`src/sv/ssff_pkg.sv`:
```
// shared types, command codes and segment table for the frame formatter
package ssff_pkg;

	localparam int unsigned QDEPTH = 2;
	localparam int unsigned QPTRW = $clog2(QDEPTH);
	localparam int unsigned QCNTW = $clog2(QDEPTH + 1);

	localparam logic [2:0] CMD_HEX = 3'd0;
	localparam logic [2:0] CMD_DEC = 3'd1;
	localparam logic [2:0] CMD_RAW = 3'd2;
	localparam logic [2:0] CMD_INT = 3'd3;
	localparam logic [2:0] CMD_INIT = 3'd4;

	localparam logic [15:0] FR_TEST_OFF = 16'h0F00;
	localparam logic [15:0] FR_SCAN = 16'h0B00;
	localparam logic [15:0] FR_DECODE_OFF = 16'h0900;
	localparam logic [15:0] FR_WAKE = 16'h0C01;
	localparam logic [15:0] FR_INT_MAX = 16'h0AFF;
	localparam logic [15:0] FR_INT = 16'h0A00;

	localparam logic [15:0] DEC_LIMIT = 16'd9999;
	// floor(x / 10) == (x * DIV10_MUL) >> DIV10_SHIFT for every 16-bit x
	localparam logic [15:0] DIV10_MUL = 16'hCCCD;
	localparam int unsigned DIV10_SHIFT = 19;

	localparam logic [3:0] STEP_LAST_DIGITS = 4'd3;
	localparam logic [3:0] STEP_LAST_INT = 4'd0;
	localparam logic [3:0] STEP_LAST_INIT = 4'd8;
	localparam logic [3:0] STEP_INIT_HEX = 4'd5;

	typedef enum logic [4:0] {
		OP_HEX = 5'b00001,
		OP_DEC = 5'b00010,
		OP_RAW = 5'b00100,
		OP_INT = 5'b01000,
		OP_INIT = 5'b10000
	} op_t;

	typedef struct packed {
		op_t op;
		logic [15:0] value;
		logic [31:0] raw_pattern;
		logic [7:0] level;
		logic over;
	} entry_t;

	function automatic logic [7:0] seg_pattern(input logic [3:0] nib);
		logic [7:0] p;
		case (nib)
			4'h0: p = 8'h7E;
			4'h1: p = 8'h30;
			4'h2: p = 8'h6D;
			4'h3: p = 8'h79;
			4'h4: p = 8'h33;
			4'h5: p = 8'h5B;
			4'h6: p = 8'h5F;
			4'h7: p = 8'h70;
			4'h8: p = 8'h7F;
			4'h9: p = 8'h7B;
			4'hA: p = 8'h77;
			4'hB: p = 8'h1F;
			4'hC: p = 8'h4E;
			4'hD: p = 8'h3D;
			4'hE: p = 8'h4F;
			default: p = 8'h47;
		endcase
		return p;
	endfunction

endpackage

```
`src/sv/ssff_front.sv`:
```
// front end: classifies each accepted command into a queue entry
module ssff_front (
	input logic push,
	input logic full,
	input logic [2:0] cmd,
	input logic [15:0] value,
	input logic [31:0] raw_pattern,
	input logic [7:0] level,
	output logic wr_en,
	output ssff_pkg::entry_t wr_entry
);

	logic known;

	always_comb begin
		known = 1'b1;
		wr_entry.op = ssff_pkg::OP_HEX;
		wr_entry.value = value;
		wr_entry.raw_pattern = raw_pattern;
		wr_entry.level = level;
		wr_entry.over = 1'b0;
		unique case (cmd)
			ssff_pkg::CMD_HEX: wr_entry.op = ssff_pkg::OP_HEX;
			ssff_pkg::CMD_DEC: begin
				wr_entry.op = ssff_pkg::OP_DEC;
				wr_entry.over = (value > ssff_pkg::DEC_LIMIT);
			end
			ssff_pkg::CMD_RAW: wr_entry.op = ssff_pkg::OP_RAW;
			ssff_pkg::CMD_INT: wr_entry.op = ssff_pkg::OP_INT;
			ssff_pkg::CMD_INIT: begin
				wr_entry.op = ssff_pkg::OP_INIT;
				// init ends with a hex view of zero
				wr_entry.value = '0;
			end
			default: known = 1'b0;
		endcase
	end

	// unknown commands are taken and dropped
	assign wr_en = push && !full && known;

endmodule

```
`src/sv/ssff_queue.sv`:
```
// short queue of classified commands between front and back
module ssff_queue (
	input logic clk,
	input logic arst_n,
	input logic wr_en,
	input ssff_pkg::entry_t wr_entry,
	output logic full,
	input logic rd_en,
	output logic rd_valid,
	output ssff_pkg::entry_t rd_entry
);

	ssff_pkg::entry_t mem_q [ssff_pkg::QDEPTH];
	logic [ssff_pkg::QPTRW-1:0] wr_ptr_q;
	logic [ssff_pkg::QPTRW-1:0] rd_ptr_q;
	logic [ssff_pkg::QCNTW-1:0] count_q;
	logic do_rd;

	assign full = (count_q == ssff_pkg::QCNTW'(ssff_pkg::QDEPTH));
	assign rd_valid = (count_q != '0);
	assign rd_entry = mem_q[rd_ptr_q];
	assign do_rd = rd_en && rd_valid;

	always_ff @(posedge clk) begin
		if (wr_en) begin
			mem_q[wr_ptr_q] <= wr_entry;
		end
	end

	always_ff @(posedge clk or negedge arst_n) begin
		if (!arst_n) begin
			wr_ptr_q <= '0;
			rd_ptr_q <= '0;
			count_q <= '0;
		end else begin
			if (wr_en) begin
				wr_ptr_q <= (wr_ptr_q == ssff_pkg::QPTRW'(ssff_pkg::QDEPTH - 1)) ?
					'0 : wr_ptr_q + 1'b1;
			end
			if (do_rd) begin
				rd_ptr_q <= (rd_ptr_q == ssff_pkg::QPTRW'(ssff_pkg::QDEPTH - 1)) ?
					'0 : rd_ptr_q + 1'b1;
			end
			if (wr_en && !do_rd) begin
				count_q <= count_q + 1'b1;
			end else if (!wr_en && do_rd) begin
				count_q <= count_q - 1'b1;
			end
		end
	end

endmodule

```
`src/sv/ssff_back.sv`:
```
// back end: steps through the frames of one command into an output register
module ssff_back (
	input logic clk,
	input logic arst_n,
	input logic [2:0] scan_limit,
	input logic rd_valid,
	input ssff_pkg::entry_t rd_entry,
	output logic rd_en,
	output logic empty,
	input logic pop,
	output logic [15:0] frame_word,
	output logic last_of_run,
	output logic over_range
);

	logic busy_q;
	ssff_pkg::op_t op_q;
	logic [3:0] step_q;
	logic [15:0] val_q;
	logic [31:0] raw_q;
	logic [7:0] level_q;
	logic over_q;

	logic out_valid_q;
	logic [15:0] frame_q;
	logic last_q;
	logic ovr_q;

	logic advance;
	logic is_last;
	logic [3:0] last_step;
	logic [3:0] digit_idx;
	logic [31:0] prod;
	logic [15:0] quot;
	logic [15:0] quot_x10;
	logic [3:0] nibble;
	logic [15:0] next_val;
	logic [15:0] frame_d;

	assign advance = busy_q && (!out_valid_q || pop);

	// divide by ten through the reciprocal, one decimal digit per frame
	assign prod = val_q * ssff_pkg::DIV10_MUL;
	assign quot = 16'(prod >> ssff_pkg::DIV10_SHIFT);
	assign quot_x10 = (quot << 3) + (quot << 1);

	always_comb begin
		last_step = ssff_pkg::STEP_LAST_DIGITS;
		digit_idx = step_q;
		nibble = val_q[3:0];
		next_val = val_q >> 4;
		frame_d = '0;
		unique case (op_q)
			ssff_pkg::OP_HEX: begin
				frame_d = {4'd0, 4'd4 - digit_idx, ssff_pkg::seg_pattern(nibble)};
			end
			ssff_pkg::OP_DEC: begin
				nibble = 4'(val_q - quot_x10);
				next_val = quot;
				frame_d = {4'd0, 4'd4 - digit_idx, ssff_pkg::seg_pattern(nibble)};
			end
			ssff_pkg::OP_RAW: begin
				frame_d = {4'd0, step_q + 4'd1, raw_q[7:0]};
			end
			ssff_pkg::OP_INT: begin
				last_step = ssff_pkg::STEP_LAST_INT;
				frame_d = ssff_pkg::FR_INT | {8'd0, level_q};
			end
			ssff_pkg::OP_INIT: begin
				last_step = ssff_pkg::STEP_LAST_INIT;
				digit_idx = step_q - ssff_pkg::STEP_INIT_HEX;
				case (step_q)
					4'd0: frame_d = ssff_pkg::FR_TEST_OFF;
					4'd1: frame_d = ssff_pkg::FR_SCAN | {13'd0, scan_limit};
					4'd2: frame_d = ssff_pkg::FR_DECODE_OFF;
					4'd3: frame_d = ssff_pkg::FR_WAKE;
					4'd4: frame_d = ssff_pkg::FR_INT_MAX;
					default: frame_d = {4'd0, 4'd4 - digit_idx,
						ssff_pkg::seg_pattern(nibble)};
				endcase
			end
			default: frame_d = '0;
		endcase
	end

	assign is_last = (step_q == last_step);
	assign rd_en = !busy_q || (advance && is_last);

	always_ff @(posedge clk) begin
		if (rd_en && rd_valid) begin
			op_q <= rd_entry.op;
			val_q <= rd_entry.value;
			raw_q <= rd_entry.raw_pattern;
			level_q <= rd_entry.level;
			over_q <= rd_entry.over;
		end else if (advance) begin
			raw_q <= raw_q >> 8;
			// setup frames of init leave the digit value alone
			if (op_q != ssff_pkg::OP_INIT || step_q >= ssff_pkg::STEP_INIT_HEX) begin
				val_q <= next_val;
			end
		end
		if (advance) begin
			frame_q <= frame_d;
			last_q <= is_last;
			ovr_q <= over_q;
		end
	end

	always_ff @(posedge clk or negedge arst_n) begin
		if (!arst_n) begin
			busy_q <= 1'b0;
			step_q <= '0;
			out_valid_q <= 1'b0;
		end else begin
			if (rd_en) begin
				busy_q <= rd_valid;
				step_q <= '0;
			end else if (advance) begin
				step_q <= step_q + 4'd1;
			end
			if (advance) begin
				out_valid_q <= 1'b1;
			end else if (pop) begin
				out_valid_q <= 1'b0;
			end
		end
	end

	assign empty = !out_valid_q;
	assign frame_word = frame_q;
	assign last_of_run = last_q;
	assign over_range = ovr_q;

endmodule

```
`src/sv/seven_segment_frame_formatter_core.sv`:
```
// top level of the seven-segment display frame formatter
//
// channel   direction  handshake          word
// command   in         push / full        cmd, value, raw_pattern, level
// frame     out        pop / empty        frame_word, last_of_run, over_range
// config    in         cfg_we             cfg_wdata -> scan_limit
//
// frames per command: hex, decimal and raw give 4, intensity 1, init 9
// unless stalled, the back end steps one frame per cycle from a two-entry queue,
// so a new command is taken while the previous one is still being sent
// a decimal digit costs one 16x16 reciprocal multiply per frame
// reset empties the queue and output register and sets scan_limit to 4
// a held pop stalls the back end only; the front stalls only when the queue is full
module seven_segment_frame_formatter_core (
	input logic clk,
	input logic arst_n,
	input logic push,
	output logic full,
	input logic [2:0] cmd,
	input logic [15:0] value,
	input logic [31:0] raw_pattern,
	input logic [7:0] level,
	output logic empty,
	input logic pop,
	output logic [15:0] frame_word,
	output logic last_of_run,
	output logic over_range,
	input logic cfg_we,
	input logic [2:0] cfg_wdata
);

	logic [2:0] scan_limit_q;
	logic wr_en;
	ssff_pkg::entry_t wr_entry;
	logic rd_en;
	logic rd_valid;
	ssff_pkg::entry_t rd_entry;

	always_ff @(posedge clk or negedge arst_n) begin
		if (!arst_n) begin
			scan_limit_q <= 3'd4;
		end else if (cfg_we) begin
			scan_limit_q <= cfg_wdata;
		end
	end

	ssff_front u_front (
		.push(push),
		.full(full),
		.cmd(cmd),
		.value(value),
		.raw_pattern(raw_pattern),
		.level(level),
		.wr_en(wr_en),
		.wr_entry(wr_entry)
	);

	ssff_queue u_queue (
		.clk(clk),
		.arst_n(arst_n),
		.wr_en(wr_en),
		.wr_entry(wr_entry),
		.full(full),
		.rd_en(rd_en),
		.rd_valid(rd_valid),
		.rd_entry(rd_entry)
	);

	ssff_back u_back (
		.clk(clk),
		.arst_n(arst_n),
		.scan_limit(scan_limit_q),
		.rd_valid(rd_valid),
		.rd_entry(rd_entry),
		.rd_en(rd_en),
		.empty(empty),
		.pop(pop),
		.frame_word(frame_word),
		.last_of_run(last_of_run),
		.over_range(over_range)
	);

endmodule

```
`config.mk`:
```
export PLATFORM = sky130hd
export DESIGN_NAME = seven_segment_frame_formatter_core
export DESIGN_NICKNAME = d
export VERILOG_FILES = /design/src/sv/ssff_pkg.sv /design/src/sv/ssff_front.sv /design/src/sv/ssff_queue.sv /design/src/sv/ssff_back.sv /design/src/sv/seven_segment_frame_formatter_core.sv
export SDC_FILE = /design/constraint.sdc
export NUM_CORES = 1
export LEC_CHECK = 0
export BUFFER_PORTS_ARGS = -buffer_cell sky130_fd_sc_hd__buf_4
export CAP_MARGIN = 0
export CORE_MARGIN = 2
export CORE_UTILIZATION = 40
export CTS_CLUSTER_DIAMETER = 80
export DETAILED_ROUTE_END_ITERATION = 10
export PLACE_DENSITY = 0.58
export SETUP_SLACK_MARGIN = 0.15
export SYNTH_ARGS = -nofsm -noshare
export SYNTH_HDL_FRONTEND = slang
export SYNTH_SLANG_ARGS = --single-unit
export TNS_END_PERCENT = 20
```
`constraint.sdc`:
```
create_clock -name clk -period 6.6 [get_ports clk]
set_input_delay 0.66 -clock clk [delete_from_list [all_inputs] [get_ports clk]]
set_output_delay 0.66 -clock clk [all_outputs]
set_load 0.01 [all_outputs]
```
==> results of run 1 <==
## kinds of logic (layout without fill, tap and decap cells)
kind of cell,Yosys count,after routing,synth area share (%)
simple gates,204,204,7.14
buf+inv,205,394,5.73
fa+ha+maj,234,234,25.2
xor+xnor,32,32,2.10
mux,71,71,5.26
other cells,1,4,0.0268
compound gates,177,177,8.39
flops,220,220,46.2
## critical path, stage by stage, from the launching register on
cell	delay, ns
edfxtp_1	0.49
buf_6	0.17
ha_4	0.24
xor2_2	0.15
ha_1	0.31
fa_1	0.52
fa_1	0.43
fa_1	0.49
inv_1	0.05
fa_1	0.51
inv_2	0.05
ha_4	0.27
nand4_1	0.17
nor2_4	0.15
o2111a_1	0.18
o21ai_1	0.06
nand3_1	0.12
xor2_2	0.24
ha_4	0.24
and2_4	0.13
nor2b_1	0.13
mux2i_1	0.14
xnor2_2	0.20
buf_4	0.16
buf_6	0.13
nor2_4	0.12
a22oi_2	0.09
a221o_1	0.33
## cell usage in the layout, fill, tap and decap left out, types with 19 or more instances in the layout
cell type,n
edfxtp_1,200
a21oi_1,38
buf_4,171
ha_4,20
nor2_1,52
fa_1,80
nand2_1,62
ha_1,132
mux2_2,19
inv_1,163
o21ai_0,47
nor2b_1,28
mux2i_1,50
clkbuf_16,25
## per-layer routing
layer | up-vias | wire length, um | GRT usage (%) | part of all wire, %
li1 | 4348 | - | - | -
met1 | 4293 | 14000 | 23.1 | 45
met2 | 168 | 14900 | 29.2 | 48
met3 | 38 | 1540 | 3.45 | 5.0
met4 | 2 | 557 | 3.73 | 1.8
met5 | - | 16 | 0 | 0.052
## per-stage QoR
stage                     utilization (%)  setup WS [ns]
final                                49.4          0.104
after global routing                 49.4         -0.134
after CTS                            48.5          0.142
after detailed placement             45.0        -0.0689
after global placement               45.0        -0.0143
after floorplan                         -          0.171
## sequential cells by signal, indices dropped and copies added (netlist names), named ones only
name / count
u_back.frame_word: 12
u_back.val_q: 16
u_back.last_of_run: 1
u_back.raw_q: 32
u_queue.rd_ptr_q: 1
u_back.out_valid_q: 1
u_back.over_q: 1
u_queue.mem_q: 124
u_back.over_range: 1
u_back.step_q: 4
scan_limit_q: 3
u_queue.wr_ptr_q: 1
u_queue.count_q: 2
u_back.level_q: 8
u_back.busy_q: 1
u_back.op_q: 5
## area by class of cell
cell class / count / area share [%]
clock buffers: 32 / 3.88
inverters: 171 / 3.77
repair buffers: 178 / 8.03
well taps: 455 / 3.34
multi-input cells: 722 / 42.0
clock inverters: 13 / 1.03
flip-flops and latches: 220 / 38.0
## worst max-delay path by stage
stage,startpoint,to,slack (ns),cells after the start
2_1_floorplan,u_back.val_q[3],u_back.frame_word[4],0.17,25
3_3_place_gp,u_back.val_q[1],u_back.frame_word[4],-0.01,24
3_5_place_dp,u_back.val_q[2],u_back.frame_word[4],-0.07,25
4_1_cts,u_back.val_q[3],u_back.frame_word[4],0.14,25
5_1_grt,u_back.val_q[1],u_back.frame_word[6],-0.13,26
6_report,u_back.val_q[1],u_back.frame_word[0],0.10,27
## what timing repair did
item	4_1_cts	5_1_grt
hold buffers	1	0
resized for setup	28	32
pin swaps	33	32
setup buffers	16	14
endpoints found under the setup margin	10	16
endpoints found under the hold margin	12	0
==> flow_summary_export.csv, run 1 <==
group,metric,value,unit
outcome,status,"completed",
placement,place_area,15600,um2
timing,period_minus_slack,6.50,ns
route,drtIter0Drc,489,
worst_setup_path,r2r_cells,27,
logic_synthesis,synth-main-ff-cell,"edfxtp_1",
layout,seqCellArea,6480,um2
route,num_vias,8849,
route,drt_pass1_iterations,8,
timing,worstMarginPinSlew,0.938,ns
worst_setup_path,critPathRequiredTime,6.88,ns
clocking,h-tree-depth,1,
timing,drv_slew,0,
global_route,grt_overflow,0,
logic_synthesis,synth_area_leaders,"edfxtp_1 43%, ha_1 14%, fa_1 11%, inv_1 4.5%, mux2i_1 3.6%",
worst_setup_path,timing.rr.end,"u_back.frame_word[0]",
route,avgRoutedWirePerCell,17.3,um
layout,instances_no_fill,1791,
logic_synthesis,synth_cells,1144,
timing,whs,0.315,ns
global_route,grt_max_degree,60,
clocking,numCtsBuffers,25,
layout,area_growth,21.7,%
timing,relSlewSlack,37.3,%
worst_setup_path,arrival,6.77,ns
floorplanning,die_w,191,um
logic_synthesis,syn_area,14000,um2
layout,fin_area,17100,um2
logic_synthesis,yosysWarningCount,0,
floorplanning,std_cell_rows,68,
flow_run,maxCapViolations,0,
logic_synthesis,synth.top_cell.area_share,42.8,%
logic_synthesis,async_flop_share,5.91,%
floorplanning,die_height,191,um
timing,tns,0,ns
worst_setup_path,timing.rr.start,"u_back.val_q[1]",
logic_synthesis,yosysSeqAreaShare,46.2,%
layout,final.fill_count,3114,
clocking,cts_tree,"built",
route,wirelength,31.0,mm
worst_setup_path,worstSetupEndpointType,"flip-flop",
placement,post-dp-hpwl,23.4,mm
logic_synthesis,netlist_top_cells_count,"200 x edfxtp_1, 167 x inv_1, 154 x ha_1",
placement,dpl.cell_count,1715,
clocking,clockBufferDepth,3,
layout,diodes,0,
route,avgViaCountPerCell,4.94,
logic_synthesis,ys_ff_latch,220,
global_route,antenna_found_initial,1,
floorplanning,core_area,34500,um2
floorplanning,start_util,40.6,%
layout,drive_above_1_share,22.2,%
placement,gp_congestion,0.876,
timing,setup_viol,0,
logic_synthesis,synth.largest_area_cell,"edfxtp_1",
hold_path,hold-path-cell-count,1,
logic_synthesis,synth.most_common_cell,"edfxtp_1",
floorplanning,die_area,36600,um2
hold_path,hold_path_class,"input pin to flip-flop",
logic_synthesis,synth_edf_count,200,
clocking,root_buffer,"clkbuf_16",
hold_path,min_to,"u_queue.mem_q[0][33]",
hold_path,hold_start,"raw_pattern[24]",
route,ant_nets,0,
layout,nets,1619,
global_route,grt_pass1_wl,49.4,mm
worst_setup_path,critPathKind,"flip-flop to flip-flop",
placement,port_buffers,82,
clocking,insertion_delay,0.53,ns
timing,finalHoldViolCount,0,
worst_setup_path,cp_max_fo,6,
timing,fmaxAchievable,154,MHz
route,drc,0,
layout,multiInputGateArea,7170,um2
global_route,grt_pass1_vias,9291,
worst_setup_path,start_kind,"flip-flop",
clocking,cts.sinks,220,
worst_setup_path,rrSetupSlack,0.10,ns
timing,skew,0.00804,ns
global_route,track_usage,17.3,%
floorplanning,ioPinCount,87,
clocking,cts.reportedPaths.clkPinSlew,0.06,ns
timing,rsz0062_at_grt,"yes",
logic_synthesis,synth_cell_types,73,
timing,period_share,98.4,%
logic_synthesis,syn_avg_cell_area,12.3,um2
Power of run 1 is not shown: default switching activity piles up to over one toggle a cycle in this logic, so the estimate is an artifact.
==> run 2, diff against run 1 <==
- PLACE_DENSITY: 0.58 -> 0.61
- RECOVER_POWER: not set -> 50
- SLEW_MARGIN: not set -> 10
==> flow_summary_export.csv, run 2 (same netlist as run 1, synthesis figures left out) <==
group,metric,value,unit
route,ant_nets,0,
clocking,insertion_delay,0.54,ns
floorplanning,ioPinCount,87,
worst_setup_path,crit_start,"u_back.val_q[1]",
layout,fin_area,16700,um2
layout,largest_reg_flops,124,
worst_setup_path,critPathRequiredTime,6.85,ns
layout,multiInputGateArea,7060,um2
clocking,cts.reportedPaths.clkPinSlew,0.06,ns
layout,drive_above_1_share,19.1,%
worst_setup_path,cp_max_fo,7,
worst_setup_path,timing.rr.end,"u_back.frame_word[6]",
route,wirelength,30.6,mm
placement,port_buffers,82,
outcome,violations,"max-capacitance violations, max-slew violations",
global_route,antenna_found_initial,1,
worst_setup_path,critPathKind,"flip-flop to flip-flop",
layout,final_common_cell,"edfxtp_1",
worst_setup_path,start_kind,"flip-flop",
floorplanning,start_util,40.6,%
worst_setup_path,crit_path_frequent_cell,"fa_1",
global_route,grt_pass1_wl,49.4,mm
flow_run,maxCapViolations,2,
route,wl_met3,1.52,mm
floorplanning,die_area,36600,um2
timing,period_minus_slack,6.47,ns
clocking,h-tree-depth,1,
clocking,numCtsBuffers,24,
floorplanning,die_height,191,um
worst_setup_path,cpPeakStageDelay,0.57,ns
global_route,grt_overflow,0,
timing,relSlewSlack,-88.8,%
worst_setup_path,critical-path-slowest-cell,"fa_1",
global_route,track_usage,17.2,%
worst_setup_path,endpoint,"u_back.frame_word[6]",
global_route,grt_max_degree,86,
placement,dpl_worst_slack,-0.136,ns
layout,regMostFlops,"u_queue.mem_q",
route,drt_pass1_iterations,5,
layout,diodes,0,
floorplanning,std_cell_rows,68,
route,avgViaCountPerCell,4.97,
layout,area_growth,19.2,%
worst_setup_path,r2r_cells,27,
worst_setup_path,arrival,6.73,ns
timing,rsz0062_at_grt,"yes",
route,avgRoutedWirePerCell,17.1,um
route,drc,0,
timing,skew,0.0318,ns
timing,setup_viol,0,
timing,whs,0.326,ns
timing,fmaxAchievable,154,MHz
hold_path,hold_start,"raw_pattern[31]",
layout,seqCellArea,6470,um2
hold_path,hold_path_class,"input pin to flip-flop",
route,wl_met1,13.7,mm
global_route,grt_pass1_vias,9332,
floorplanning,core_area,34500,um2
timing,finalHoldViolCount,0,
route,drtIter0Drc,451,
timing,worst_slack,0.125,ns
clocking,cts.sinks,220,
clocking,clockBufferDepth,3,
timing,period_share,98.1,%
clocking,root_buffer,"clkbuf_16",
layout,final.fill_count,3168,
placement,place_area,15600,um2
layout,final_cell_mix,"200 x edfxtp_1, 162 x inv_1, 134 x ha_1",
worst_setup_path,timing.rr.start,"u_back.val_q[1]",
route,num_vias,8865,
layout,nets,1614,
route,dr.max_layer_used,"met5",
layout,reg_top3,"u_queue.mem_q x124, u_back.raw_q x32, u_back.val_q x16",
worst_setup_path,worstSetupEndpointType,"flip-flop",
placement,gp_congestion,0.860,
floorplanning,die_w,191,um
route,wl_met2,14.6,mm
worst_setup_path,rrSetupSlack,0.13,ns
layout,fin_util,48.4,%
clocking,cts_tree,"built",
timing,worstMarginPinSlew,2.83,ns
placement,post-dp-hpwl,23.5,mm
outcome,status,"finished, violations left",
timing,drv_slew,67,
==> run 2: changes by cell type in the layout (fill, tap and decap cells not counted), sizes merged <==
| cell | before | now |
|---|---|---|
| clkbuf | 32 | 89 |
| clkinvlp | 1 | 0 |
| bufinv | 4 | 1 |
| clkinv | 8 | 10 |
| buf | 177 | 114 |
==> run 2: cell type report <==
type	count	area share, %
Timing Repair Buffer	174	7.32
Clock inverter	11	0.614
Multi-Input combinational cell	722	42.2
Sequential cell	220	38.7
Inverter	171	3.85
Tap cell	455	3.41
Clock buffer	30	3.85
==> run 2: per-layer routing <==
layer / up-vias / global-route usage [%]
met3: 47 / 3.38
met4: 2 / 4.26
met2: 173 / 29.1
met1: 4304 / 22.8
li1: 4339 / -
met5: - / 0
==> run 2: worst min path at each step <==
stage | end | slack [ns] | cells after the start
finish | u_queue.mem_q[1][40] | 0.33 | 1
global route | u_queue.mem_q[1][11] | 0.31 | 1
CTS | u_queue.mem_q[1][40] | 0.28 | 1
detailed placement | u_queue.count_q[1] | 0.48 | 1
global placement | u_queue.count_q[1] | 0.47 | 1
floorplan | scan_limit_q[0] | 0.36 | 0
==> run 2: critical path: cells and delay by family, from the launching register on <==
kind,cells,cell delay [ns]
AOI/OAI and AO/OA,4,0.72
and+or+nand+nor,6,0.69
xor gates and xnor gates,3,0.58
DFF,1,0.51
adders and majority gates,8,3.06
buffers and inverters,5,0.53
muxes,1,0.11
==> run 2: timing repair <==
action | in CTS | in global routing
endpoints found under the setup margin | 8 | 15
hold buffers | 1 | 0
gates resized for setup | 29 | 22
pin swaps | 31 | 33
endpoints found under the hold margin | 12 | 0
setup buffers | 16 | 5
==> run 2: per-stage QoR <==
stage | instances | TNS [ns]
6_report | 1783 | 0
5_1_grt | 1783 | -0.340
4_1_cts | 1778 | 0
3_5_place_dp | 1720 | -0.416
3_3_place_gp | 1720 | 0
2_1_floorplan | 1147 | 0
Power of run 2 is left out for the same reason.
